===== src/rtl/core/sfpp_pkg.sv =====
`timescale 1ns / 1ps

package sfpp_pkg;

  typedef enum logic [3:0] {
    PH_SYNC1   = 4'd0,
    PH_SYNC2   = 4'd1,
    PH_ID      = 4'd2,
    PH_LEN_LO  = 4'd3,
    PH_LEN_HI  = 4'd4,
    PH_LEN_CHK = 4'd5,
    PH_PAYLOAD = 4'd6,
    PH_CHKSUM  = 4'd7,
    PH_DONE    = 4'd8,
    PH_ERROR   = 4'd9
  } phase_t;

  localparam logic [1:0] ST_BUSY  = 2'd0;
  localparam logic [1:0] ST_DONE  = 2'd1;
  localparam logic [1:0] ST_ERROR = 2'd2;

  localparam logic CMD_BYTE    = 1'b0;
  localparam logic CMD_RESTART = 1'b1;

  localparam int CFG_IDX_W = 3;

  localparam logic [CFG_IDX_W-1:0] REG_FIRST_SYNC  = 3'd0;
  localparam logic [CFG_IDX_W-1:0] REG_SECOND_SYNC = 3'd1;
  localparam logic [CFG_IDX_W-1:0] REG_ID_A        = 3'd2;
  localparam logic [CFG_IDX_W-1:0] REG_ID_B        = 3'd3;
  localparam logic [CFG_IDX_W-1:0] REG_ID_C        = 3'd4;
  localparam logic [CFG_IDX_W-1:0] REG_ID_D        = 3'd5;
  localparam logic [CFG_IDX_W-1:0] REG_ID_E        = 3'd6;

  localparam logic [7:0] RST_FIRST_SYNC  = 8'hAA;
  localparam logic [7:0] RST_SECOND_SYNC = 8'h55;
  localparam logic [7:0] RST_ID_A        = 8'd1;
  localparam logic [7:0] RST_ID_B        = 8'd2;
  localparam logic [7:0] RST_ID_C        = 8'd3;
  localparam logic [7:0] RST_ID_D        = 8'd4;
  localparam logic [7:0] RST_ID_E        = 8'd5;

  typedef struct packed {
    logic [15:0] frame_length;
    logic [7:0]  frame_id;
    logic [15:0] payload_index;
    logic [7:0]  payload_byte;
    logic        payload_valid;
    logic [1:0]  status;
  } result_t;

endpackage


===== src/rtl/core/sync_framed_packet_parser_top.sv =====
`timescale 1ns / 1ps

// Channel   Direction  tdata / data                         tuser / index
// s_axis    in         [7:0] data_byte                      [0] cmd
// m_axis    out        [7:0] payload_byte, [23:8]           [1:0] status,
//                      payload_index, [31:24] frame_id,     [2] payload_valid
//                      [47:32] frame_length
// cfg       in         [7:0] cfg_data                       [2:0] cfg_index
//
// One input transaction per cycle while s_axis_tready is high; its result is
// registered on acceptance. The parse state is updated in the accept cycle.
// A skid register holds one result while m_axis stalls; s_axis_tready drops
// only when that skid register is full. rst (synchronous) returns the parser
// to the first sync byte and the configuration registers to their defaults.

module sync_framed_packet_parser_top (
  input  logic        clk,
  input  logic        rst,
  input  logic        s_axis_tvalid,
  output logic        s_axis_tready,
  input  logic [7:0]  s_axis_tdata,   // [7:0] data_byte
  input  logic        s_axis_tuser,   // [0] cmd
  output logic        m_axis_tvalid,
  input  logic        m_axis_tready,
  output logic [47:0] m_axis_tdata,   // payload_byte, payload_index, frame_id, frame_length
  output logic [2:0]  m_axis_tuser,   // status, payload_valid
  input  logic        cfg_valid,
  output logic        cfg_ready,
  input  logic [sfpp_pkg::CFG_IDX_W-1:0] cfg_index,
  input  logic [7:0]  cfg_data
);

  logic [7:0] first_sync;
  logic [7:0] second_sync;
  logic [7:0] id_a;
  logic [7:0] id_b;
  logic [7:0] id_c;
  logic [7:0] id_d;
  logic [7:0] id_e;

  sfpp_pkg::phase_t phase;
  sfpp_pkg::phase_t phase_next;
  logic [7:0]  held_id;
  logic [7:0]  held_id_next;
  logic [15:0] declared_length;
  logic [15:0] declared_length_next;
  logic [7:0]  length_check;
  logic [7:0]  length_check_next;
  logic [15:0] byte_position;
  logic [15:0] byte_position_next;
  logic [7:0]  running_xor;
  logic [7:0]  running_xor_next;

  sfpp_pkg::result_t result;
  sfpp_pkg::result_t out_reg;
  sfpp_pkg::result_t skid_reg;
  logic              out_valid;
  logic              skid_valid;

  logic       in_accept;
  logic       out_free;
  logic       take_xor;
  logic       id_ok;
  logic       last_payload;
  logic [7:0] b;

  assign cfg_ready     = 1'b1;
  assign s_axis_tready = !skid_valid;
  assign in_accept     = s_axis_tvalid && s_axis_tready;
  assign out_free      = !out_valid || m_axis_tready;
  assign b             = s_axis_tdata;

  assign m_axis_tvalid = out_valid;
  assign m_axis_tdata  = {out_reg.frame_length, out_reg.frame_id,
                          out_reg.payload_index, out_reg.payload_byte};
  assign m_axis_tuser  = {out_reg.payload_valid, out_reg.status};

  always_ff @(posedge clk) begin
    if (rst) begin
      first_sync  <= sfpp_pkg::RST_FIRST_SYNC;
      second_sync <= sfpp_pkg::RST_SECOND_SYNC;
      id_a        <= sfpp_pkg::RST_ID_A;
      id_b        <= sfpp_pkg::RST_ID_B;
      id_c        <= sfpp_pkg::RST_ID_C;
      id_d        <= sfpp_pkg::RST_ID_D;
      id_e        <= sfpp_pkg::RST_ID_E;
    end else if (cfg_valid && cfg_ready) begin
      unique case (cfg_index)
        sfpp_pkg::REG_FIRST_SYNC:  first_sync  <= cfg_data;
        sfpp_pkg::REG_SECOND_SYNC: second_sync <= cfg_data;
        sfpp_pkg::REG_ID_A:        id_a        <= cfg_data;
        sfpp_pkg::REG_ID_B:        id_b        <= cfg_data;
        sfpp_pkg::REG_ID_C:        id_c        <= cfg_data;
        sfpp_pkg::REG_ID_D:        id_d        <= cfg_data;
        sfpp_pkg::REG_ID_E:        id_e        <= cfg_data;
        default: ;
      endcase
    end
  end

  assign id_ok = (b == id_a) || (b == id_b) || (b == id_c) || (b == id_d) || (b == id_e);
  assign last_payload = (declared_length == 16'd0) ||
                        (({1'b0, byte_position} + 17'd1) >= {1'b0, declared_length});

  // next state
  always_comb begin
    phase_next           = phase;
    held_id_next         = held_id;
    declared_length_next = declared_length;
    length_check_next    = length_check;
    byte_position_next   = byte_position;
    running_xor_next     = running_xor;
    take_xor             = 1'b1;
    if (s_axis_tuser == sfpp_pkg::CMD_RESTART) begin
      phase_next           = sfpp_pkg::PH_SYNC1;
      held_id_next         = '0;
      declared_length_next = '0;
      length_check_next    = '0;
      byte_position_next   = '0;
      running_xor_next     = '0;
    end else begin
      unique case (phase)
        sfpp_pkg::PH_SYNC1:
          phase_next = (b == first_sync) ? sfpp_pkg::PH_SYNC2 : sfpp_pkg::PH_ERROR;
        sfpp_pkg::PH_SYNC2:
          phase_next = (b == second_sync) ? sfpp_pkg::PH_ID : sfpp_pkg::PH_ERROR;
        sfpp_pkg::PH_ID: begin
          if (id_ok) begin
            held_id_next = b;
            phase_next   = sfpp_pkg::PH_LEN_LO;
          end else begin
            phase_next   = sfpp_pkg::PH_ERROR;
          end
        end
        sfpp_pkg::PH_LEN_LO: begin
          declared_length_next = {8'd0, b};
          length_check_next    = b;
          phase_next           = sfpp_pkg::PH_LEN_HI;
        end
        sfpp_pkg::PH_LEN_HI: begin
          declared_length_next = {b, declared_length[7:0]};
          length_check_next    = length_check ^ b;
          phase_next           = sfpp_pkg::PH_LEN_CHK;
        end
        sfpp_pkg::PH_LEN_CHK:
          phase_next = (b == length_check) ? sfpp_pkg::PH_PAYLOAD : sfpp_pkg::PH_ERROR;
        sfpp_pkg::PH_PAYLOAD: begin
          if (last_payload) begin
            phase_next = sfpp_pkg::PH_CHKSUM;
          end
          byte_position_next = byte_position + 16'd1;
        end
        sfpp_pkg::PH_CHKSUM: begin
          phase_next = (b == running_xor) ? sfpp_pkg::PH_DONE : sfpp_pkg::PH_ERROR;
          take_xor   = 1'b0;
        end
        sfpp_pkg::PH_DONE:
          take_xor = 1'b0;
        default: begin
          phase_next = sfpp_pkg::PH_ERROR;
          take_xor   = 1'b0;
        end
      endcase
      if (take_xor && (phase_next != sfpp_pkg::PH_ERROR)) begin
        running_xor_next = running_xor ^ b;
      end
    end
  end

  // result fields
  always_comb begin
    result               = '0;
    result.frame_id      = held_id_next;
    result.frame_length  = declared_length_next;
    if (phase_next == sfpp_pkg::PH_DONE) begin
      result.status = sfpp_pkg::ST_DONE;
    end else if (phase_next == sfpp_pkg::PH_ERROR) begin
      result.status = sfpp_pkg::ST_ERROR;
    end else begin
      result.status = sfpp_pkg::ST_BUSY;
    end
    if ((s_axis_tuser == sfpp_pkg::CMD_BYTE) && (phase == sfpp_pkg::PH_PAYLOAD)) begin
      result.payload_valid = 1'b1;
      result.payload_byte  = b;
      result.payload_index = byte_position;
    end
  end

  always_ff @(posedge clk) begin
    if (rst) begin
      phase           <= sfpp_pkg::PH_SYNC1;
      held_id         <= '0;
      declared_length <= '0;
      length_check    <= '0;
      byte_position   <= '0;
      running_xor     <= '0;
    end else if (in_accept) begin
      phase           <= phase_next;
      held_id         <= held_id_next;
      declared_length <= declared_length_next;
      length_check    <= length_check_next;
      byte_position   <= byte_position_next;
      running_xor     <= running_xor_next;
    end
  end

  // output register with skid stage
  always_ff @(posedge clk) begin
    if (rst) begin
      out_valid  <= 1'b0;
      skid_valid <= 1'b0;
    end else if (out_free) begin
      out_valid  <= skid_valid || in_accept;
      skid_valid <= 1'b0;
    end else if (in_accept) begin
      skid_valid <= 1'b1;
    end
  end

  always_ff @(posedge clk) begin
    if (out_free) begin
      if (skid_valid) begin
        out_reg <= skid_reg;
      end else if (in_accept) begin
        out_reg <= result;
      end
    end else if (in_accept) begin
      skid_reg <= result;
    end
  end

endmodule


===== config.mk =====
export PLATFORM = sky130hd
export DESIGN_NAME = sync_framed_packet_parser_top
export DESIGN_NICKNAME = d
export VERILOG_FILES = /design/src/rtl/core/sfpp_pkg.sv /design/src/rtl/core/sync_framed_packet_parser_top.sv
export SDC_FILE = /design/constraint.sdc
export NUM_CORES = 1
export LEC_CHECK = 0
export BUFFER_PORTS_ARGS = -buffer_cell sky130_fd_sc_hd__buf_4
export CAP_MARGIN = 25
export CORE_MARGIN = 2
export CORE_UTILIZATION = 30
export CTS_CLUSTER_DIAMETER = 120
export DETAILED_ROUTE_END_ITERATION = 7
export GPL_TIMING_DRIVEN = 1
export PLACE_DENSITY = 0.46
export SKIP_LAST_GASP = 1
export SYNTH_ARGS = -nofsm -noshare
export SYNTH_HDL_FRONTEND = slang
export SYNTH_SLANG_ARGS = --single-unit

===== constraint.sdc =====
create_clock -name clk -period 4.25 [get_ports clk]
set_input_delay 0.6375 -clock clk [delete_from_list [all_inputs] [get_ports clk]]
set_output_delay 0.6375 -clock clk [all_outputs]
set_load 0.01 [all_outputs]

# == Yosys cells after proc, flatten, opt, wreduce, memory -nomap -nowiden ==
# Cells that the tools add are included.
# op_classes
addsub,2
mux,27
n_bitwise,4
eq_ne,26
n_lt_le_gt_ge,1
reduce_logical,33
# ops
cell,n
51-bit 2-to-1 mux,2
8-bit equality test,9
16-bit 2-to-1 mux,3
8-bit 2-to-1 mux,6
4-bit one-hot mux with 9 select lines,1
16-bit one-hot mux with 2 select lines,1
4-bit 2-to-1 mux,7
25-bit 2-to-1 mux,1
2-bit AND reduction,12
"16-bit by 1-bit adder with 17-bit output, second input constant",1
17-bit by 16-bit greater-or-equal comparator with 1-bit output,1
"16-bit by 1-bit adder with 16-bit output, second input constant",1
"4-bit by 3-bit equality test with 1-bit output, second input constant",4
16-bit logical NOT,1
8-bit one-hot mux with 2 select lines,1
8-bit XOR,2
"4-bit equality test, second input constant",3
"3-bit equality test, second input constant",3
"4-bit by 2-bit equality test with 1-bit output, second input constant",2
1-bit logical OR,7
7-bit OR reduction,1
"3-bit by 2-bit equality test with 1-bit output, second input constant",2
2-bit nonzero test,3
"4-bit by 1-bit equality test with 1-bit output, second input constant",1
11 further kinds,18
# word_totals
regBits,220
word_cells,120
output_inout_bits,54
input_bits,25

# == Logic depth before layout (Yosys ltp) ==
# Gate-level depths: netlist of run 1.
# depth
ltp_word,14
ltp_mapped,16
depth_no_buf,15

# == Worst setup path after synthesis of run 1 ==
# OpenSTA, ideal clock, no wires.
# synth_path
path_type,input-to-reg
from,input port s_axis_tvalid
to,"register skid_reg[0] (netlist name), enable pin"
stages,4
setup_ns,0.460
setup_slack_ns,0.501
t_required_ns,3.790
t_arrival_ns,3.289
path_buffers,2
cell_sequence,nand2_1 -> clkbuf_1 -> buf_1 -> nor2_1
# synth_between
elab_chain_len,2
# synth_rtl
element,line_no,source
start: declaration,sync_framed_packet_parser_top.sv:19,"input logic s_axis_tvalid,"
1-bit logical AND,sync_framed_packet_parser_top.sv:69,assign in_accept = s_axis_tvalid && s_axis_tready;
2-bit AND reduction (no line),n/a,
end signal: assignment,sync_framed_packet_parser_top.sv:228,skid_reg <= result;
end: declaration,sync_framed_packet_parser_top.sv:56,sfpp_pkg::result_t skid_reg;
# No other way between the ends.
# A chain may end at the register's enable or synchronous reset.

==> results of run 1 <==
[synthesized netlist by cell type, types with 11 or more instances]
cell and count:
mux2i_1 16, mux2_2 48, inv_1 17, xnor2_1 49
a21oi_1 106, nand2_1 183, xor2_1 46, nand2b_1 24
edfxtp_1 102, dfxtp_1 118, ha_1 17, nand3_1 21
nor4_1 12, a22oi_1 13, nor2_1 57, nand4_1 18
clkbuf_1 38, and2_1 25, buf_2 13, or3_1 11
[routing by layer]
layer  wire, um  vias up  GRT usage [%]  part of all wire (%)
li1           -     3784              -                     -
met1      13450     3687          21.55                    49
met2      12060      168          23.65                    44
met3       1207       29          2.019                   4.4
met4        474        0          3.225                   1.7
met5          0        -              0                     0
[area by class of cell]
class                   instances  area (um2)  share of cell area [%]
flip-flops and latches        220        5425                   44.11
multi-input cells             746        4702                   38.23
clock buffers                  36       728.2                   5.921
repair buffers                 93       709.4                   5.769
well taps                     455       569.3                   4.629
clock inverters                12       96.34                  0.7834
inverters                      18       67.56                  0.5494
[worst max-delay path, delay by kind of cell, from the launching register on]
kind                       cells  cell delay [ns]
adders and majority gates      2             0.53
DFF                            1             0.42
muxes                          1             0.26
xor gates and xnor gates       1             0.17
AOI/OAI and AO/OA              4             0.52
and+or+nand+nor                7             1.35
[through the flow]
step | instance area (um2) | utilization (%) | power [mW] | hold slack, ns
after global placement | 11450 | 33.14 | 2.756 | 0.4421
after global routing | 12300 | 35.60 | 5.043 | 0.4162
after floorplan | 10520 | - | 2.606 | 0.4368
after CTS | 12280 | 35.56 | 4.926 | 0.3942
after detailed placement | 11460 | 33.17 | 2.759 | 0.4471
final | 12300 | 35.60 | 4.848 | 0.4257
[final timing paths]
path,from,end
setup / recovery,byte_position[0]$_SDFFE_PP0P_,m_axis_tuser[0]$_DFFE_PP_
setup reg to reg,byte_position[0]$_SDFFE_PP0P_,m_axis_tuser[0]$_DFFE_PP_
hold reg to reg,held_id[4]$_SDFFE_PP0P_,held_id[4]$_SDFFE_PP0P_
hold / removal,s_axis_tvalid,m_axis_tvalid$_SDFFE_PP0P_
[power by group through the flow]
stage | Combinational (mW) | Sequential, mW | Clock [mW]
final | 0.396 | 2.31 | 2.14
after floorplan | 0.238 | 2.37 | 0
after global routing | 0.436 | 2.32 | 2.29
after global placement | 0.397 | 2.36 | 0
after detailed placement | 0.399 | 2.36 | 0
after CTS | 0.401 | 2.31 | 2.21
[cell families (layout without fill, tap and decap cells)]
group	after synthesis	in the layout	share of synthesized area, %
compound gates	169	169	9.579
xor+xnor	95	95	7.913
fa+ha+maj	17	17	2.023
buf+inv	88	159	3.831
flops	220	220	51.59
mux	64	64	6.663
other cells	1	1	0.03566
simple gates	400	400	18.36
==> impl_metrics.py, run 1 <==
metrics = {
    "critical_path": {
        "r2r_slack_ns": 0.76,
        "worstSetupPathType": "reg -> reg",
        "crit_fanout": 6,
        "critical-path-max-stage-delay_ns": 0.42,
        "cpMaxStageDelayCell": "dfxtp_1",
        "endpoint_kind": "flop",
        "cp.required_ns": 4.54,
        "crit_chain": "ha_1 > nand3_1 > nor2_1 > and4_1 > nand3_1 > xnor2_1 > ha_1 > nand4_1 > nor4_1 > a31oi_1 > o21ai_1 > o21ai_0 > o21a_1 > and2_1 > mux2_2",
        "cp-start-kind": "flop",
        "reg2reg_depth": 15,
        "cp.arrival_ns": 3.78,
    },
    "timing": {
        "finalSetupViolCount": 0,
        "fmax_mhz": 286.2,
        "tightestPinTransition_ns": 0.9738,
        "final-hold-violation-count": 0,
        "rsz0062_at_grt": "false",
        "finalMaxSlewViolations": 0,
        "setup_tns_ns": 0,
        "max_slew_margin_pct": 35.08,
        "fin_crit_sh_pct": 82.20,
        "fin_skew_ns": 0.01760,
        "layout_setup_ws_ns": 0.7564,
        "min_period_ns": 3.494,
    },
    "cts": {
        "cts.htree.levels": 1,
        "cts_root_buf": "clkbuf_16",
        "clockBufferDepth": 3,
        "cts_tree": "yes",
        "numCtsBuffers": 26,
        "ctsResizeCount": 0,
        "clock-sinks": 220,
        "holdBufCountCts": 0,
        "postCtsSetupBuffers": 0,
        "clkSlewWorstSetupHoldPaths_ns": 0.06,
        "clk_latency_ns": 0.54,
    },
    "routing": {
        "wl_per_cell_um": 17.21,
        "vias_per_cell": 4.853,
        "first_pass_iters": 7,
        "vias": 7668,
        "drtIter0Drc": 429,
        "ant_nets": 0,
        "wl_um": 27190,
        "drc_errors": 0,
    },
    "logic_synthesis": {
        "seq_area_frac_synth_pct": 51.59,
        "synth.avg_cell_area_um2": 9.976,
        "synth_area_leaders": "edfxtp_1 (29%), dfxtp_1 (22%), nand2_1 (6.5%), mux2_2 (5.1%), a21oi_1 (5.0%)",
        "ys_ff_latch": 220,
        "synth_edf_count": 102,
        "synthCells": 1054,
        "synth_nets": 1096,
        "syn_area_um2": 10520,
        "yosysWarnings": 0,
        "ys_async_sr_fraction_pct": 0,
        "synth_top_cell_by_area": "edfxtp_1",
        "synth_top_area_share_pct": 29.13,
        "ys_types": 49,
        "synth_ff_type": "dfxtp_1",
    },
    "placement": {
        "placed_cells": 1531,
        "portBuffers": 77,
        "pre_cts_slack_ns": 0.7836,
        "place_hpwl_um": 17230,
        "routabilityCongestion": 0.8123,
    },
    "finish": {
        "nFillCells": 3567,
        "fin_nets": 1147,
        "largest_reg_flops": 51,
        "diodes": 0,
        "layout.cells.non_filler": 1580,
        "synthToLayoutAreaGrowth_pct": 16.96,
        "layout_common_cells": "nand2_1 (183), dfxtp_1 (118), a21oi_1 (106), edfxtp_1 (102), buf_4 (91)",
        "layout-drive-gt1-share_pct": 16.80,
        "final_common_cell": "nand2_1",
    },
    "power_and_ir_drop": {
        "p_sw_share_pct": 23.93,
        "clkPwrFrac_pct": 44.1,
        "vdd_drop_max_mv": 0.2472,
        "pwr-share-comb_pct": 8.2,
        "power_density_nw_per_um2": 394.2,
        "switchingPower_mw": 1.160,
        "power_frac_seq_pct": 47.7,
        "p_int_mw": 3.688,
        "p_leak_nw": 4.454,
    },
    "floorplan": {
        "die_area_um2": 36560,
        "core_um2": 34540,
        "io_pins": 79,
        "die_h_um": 191.2,
        "row_count": 68,
        "initial_core_util_pct": 30.44,
        "die_x_um": 191.2,
    },
    "hold_path": {
        "hold_path_depth": 3,
        "hold_class": "in -> reg",
    },
    "grt": {
        "gr-usage-all-layers_pct": 14.91,
        "grt_start_max_net_pins": 62,
        "grt_overflow_total": 0,
        "grt_pass1_wl_um": 42840,
        "grt_pass1_vias": 7333,
        "antenna_found_initial": 0,
    },
    "job": {
        "max-cap-violations": 0,
    },
    "outcome": {
        "status": "complete, no violations",
    },
}
Note: power is estimated with default switching activity, not from simulation.
==> run 2, diff against run 1 <==
--- a/config.mk
+++ b/config.mk
@@ -12,7 +12,7 @@
 export CTS_CLUSTER_DIAMETER = 120
 export DETAILED_ROUTE_END_ITERATION = 7
 export GPL_TIMING_DRIVEN = 1
-export PLACE_DENSITY = 0.46
+export PLACE_DENSITY = 0.47
 export SKIP_LAST_GASP = 1
 export SYNTH_ARGS = -nofsm -noshare
 export SYNTH_HDL_FRONTEND = slang
==> constraint.sdc (replaced) <==
create_clock -name clk -period 3.2 [get_ports clk]
set_input_delay 0.48 -clock clk [delete_from_list [all_inputs] [get_ports clk]]
set_output_delay 0.48 -clock clk [all_outputs]
set_load 0.01 [all_outputs]
==> run 2 against run 1 <==
Against the previous run: register-to-register slack worse by 0.74 ns; clock power is 29% higher; critical path depth did not move; combinational power increased by 36%; highest routed layer unchanged; final cell count is 1.1% higher; critical endpoint unchanged; sequential power rose by 33%; count of clock-buffer cells in the layout shrank 5; die area is the same.
==> impl_metrics.py, run 2 (synthesis gave the netlist of run 1 again) <==
metrics = {
    "cts": {
        "numCtsBuffers": 26,
        "cts_root_buf": "clkbuf_16",
        "cts_tree": "yes",
        "clkSlewWorstSetupHoldPaths_ns": 0.06,
        "holdBufCountCts": 0,
        "clockBufferDepth": 3,
        "cts.htree.levels": 1,
        "clock-sinks": 220,
        "clk_latency_ns": 0.54,
    },
    "floorplan": {
        "initial_core_util_pct": 30.44,
        "io_pins": 79,
        "row_count": 68,
        "die_area_um2": 36560,
        "die_x_um": 191.2,
        "core_um2": 34540,
        "die_h_um": 191.2,
    },
    "finish": {
        "synthToLayoutAreaGrowth_pct": 18.88,
        "layout_common_cells": "nand2_1 (183), dfxtp_1 (114), buf_4 (108), a21oi_1 (105), edfxtp_1 (102)",
        "stdcell_area_um2": 12500,
        "diodes": 0,
        "final_common_cell": "nand2_1",
        "nFillCells": 3590,
        "fin_nets": 1164,
        "largest_reg_flops": 51,
        "fin_util_pct": 36.19,
        "layout-drive-gt1-share_pct": 20.14,
    },
    "grt": {
        "grt_pass1_vias": 7537,
        "gr-usage-all-layers_pct": 14.90,
        "grt_overflow_total": 0,
        "antenna_found_initial": 0,
        "grt_pass1_wl_um": 42930,
        "grt_start_max_net_pins": 65,
    },
    "timing": {
        "fmax_mhz": 314.1,
        "layout_setup_ws_ns": 0.01618,
        "tightestPinTransition_ns": 0.9865,
        "min_period_ns": 3.184,
        "max_slew_margin_pct": 33.73,
        "finalMaxSlewViolations": 0,
        "finalSetupViolCount": 0,
        "rsz0062_at_grt": "true",
        "fin_hold_ws_ns": 0.2625,
        "final-hold-violation-count": 0,
        "fin_crit_sh_pct": 99.49,
        "fin_skew_ns": 0.02584,
    },
    "placement": {
        "postPlaceCellArea_um2": 11570,
        "pre_cts_slack_ns": -0.1086,
        "portBuffers": 77,
        "place_hpwl_um": 16860,
        "routabilityCongestion": 0.8190,
    },
    "outcome": {
        "status": "complete, no violations",
    },
    "critical_path": {
        "crit_fanout": 3,
        "cp.arrival_ns": 3.47,
        "worstSetupPathType": "reg -> reg",
        "endpoint_kind": "flop",
        "cp.required_ns": 3.49,
        "reg2reg_depth": 15,
        "cp-start-kind": "flop",
    },
    "routing": {
        "vias": 7716,
        "drtIter0Drc": 497,
        "wl_um": 27050,
        "drc_errors": 0,
        "first_pass_iters": 5,
        "wl_per_cell_um": 16.94,
        "vias_per_cell": 4.832,
        "ant_nets": 0,
    },
    "job": {
        "max-cap-violations": 0,
    },
    "hold_path": {
        "hold_class": "in -> reg",
        "hold_path_depth": 3,
    },
    "power_and_ir_drop": {
        "design_power_total_mw": 6.360,
        "vdd_drop_max_mv": 0.4459,
        "power_density_nw_per_um2": 508.8,
        "p_leak_nw": 4.563,
    },
}
==> run 2: cell count changes in the layout (fill, tap and decap cells not counted), sizes merged <==
cell and delta:
clkbuf -5, inv +2, clkinv +3, buf +17, bufinv -1, clkinvlp +1
==> run 2: layout make-up <==
| class | instances | area (um2) | share of cell area [%] |
|---|---|---|---|
| repair buffers | 110 | 842.1 | 6.736 |
| multi-input cells | 746 | 4792 | 38.33 |
| inverters | 18 | 67.56 | 0.5405 |
| clock buffers | 31 | 689.4 | 5.515 |
| flip-flops and latches | 220 | 5430 | 43.44 |
| clock inverters | 17 | 110.1 | 0.8808 |
| well taps | 455 | 569.3 | 4.554 |
==> run 2: final timing paths <==
kind	endpoint	startpoint	slack, ns
min reg2reg	held_id[4]$_SDFFE_PP0P_	held_id[4]$_SDFFE_PP0P_	0.46
max reg2reg	m_axis_tuser[0]$_DFFE_PP_	byte_position[1]$_SDFFE_PP0P_	0.02
max	m_axis_tuser[0]$_DFFE_PP_	byte_position[1]$_SDFFE_PP0P_	0.02
min	skid_valid$_SDFFE_PP0P_	s_axis_tvalid	0.26
==> run 2: worst max-delay path, cell delays in order (launching register included) <==
cell     delay, ns
dfxtp_2       0.36
ha_4          0.16
nand3_4       0.09
nor2_4        0.12
and4_4        0.26
nand4_1       0.15
xnor2_2       0.18
ha_1          0.31
nand4_1       0.14
nor4_2        0.27
a31oi_1       0.10
o21ai_1       0.11
o21ai_1       0.09
o21a_1        0.21
and2_4        0.14
mux2_4        0.24
==> run 2: routing by layer <==
metal | part of all wire [%] | GRT usage (%) | up-vias
met3 | 4.3 | 1.854 | 38
met5 | 0 | 0 | -
li1 | - | - | 3810
met1 | 50 | 21.57 | 3690
met2 | 44 | 23.48 | 178
met4 | 2.1 | 3.698 | 0
==> run 2: timing repair <==
action                     in CTS  in global routing
buffers inserted                2                  3
pin swaps                       4                 10
setup endpoints to repair       2                  2
gates resized for setup        11                 12
==> run 2: power breakdown <==
part | internal [mW] | total, mW | switching (mW) | leakage (nW)
Combinational | 0.210 | 0.537 | 0.327 | 2.24
Sequential | 3.03 | 3.07 | 0.0438 | 1.92
Clock | 1.55 | 2.75 | 1.20 | 0.397
Total | 4.79 | 6.36 | 1.57 | 4.56
==> run 2: metrics by stage <==
stage / cells / setup TNS, ns
detailed placement: 1544 / -0.1086
global route: 1597 / -0.1771
floorplan: 1054 / 0
CTS: 1594 / 0
finish: 1597 / 0
global placement: 1543 / -0.05166
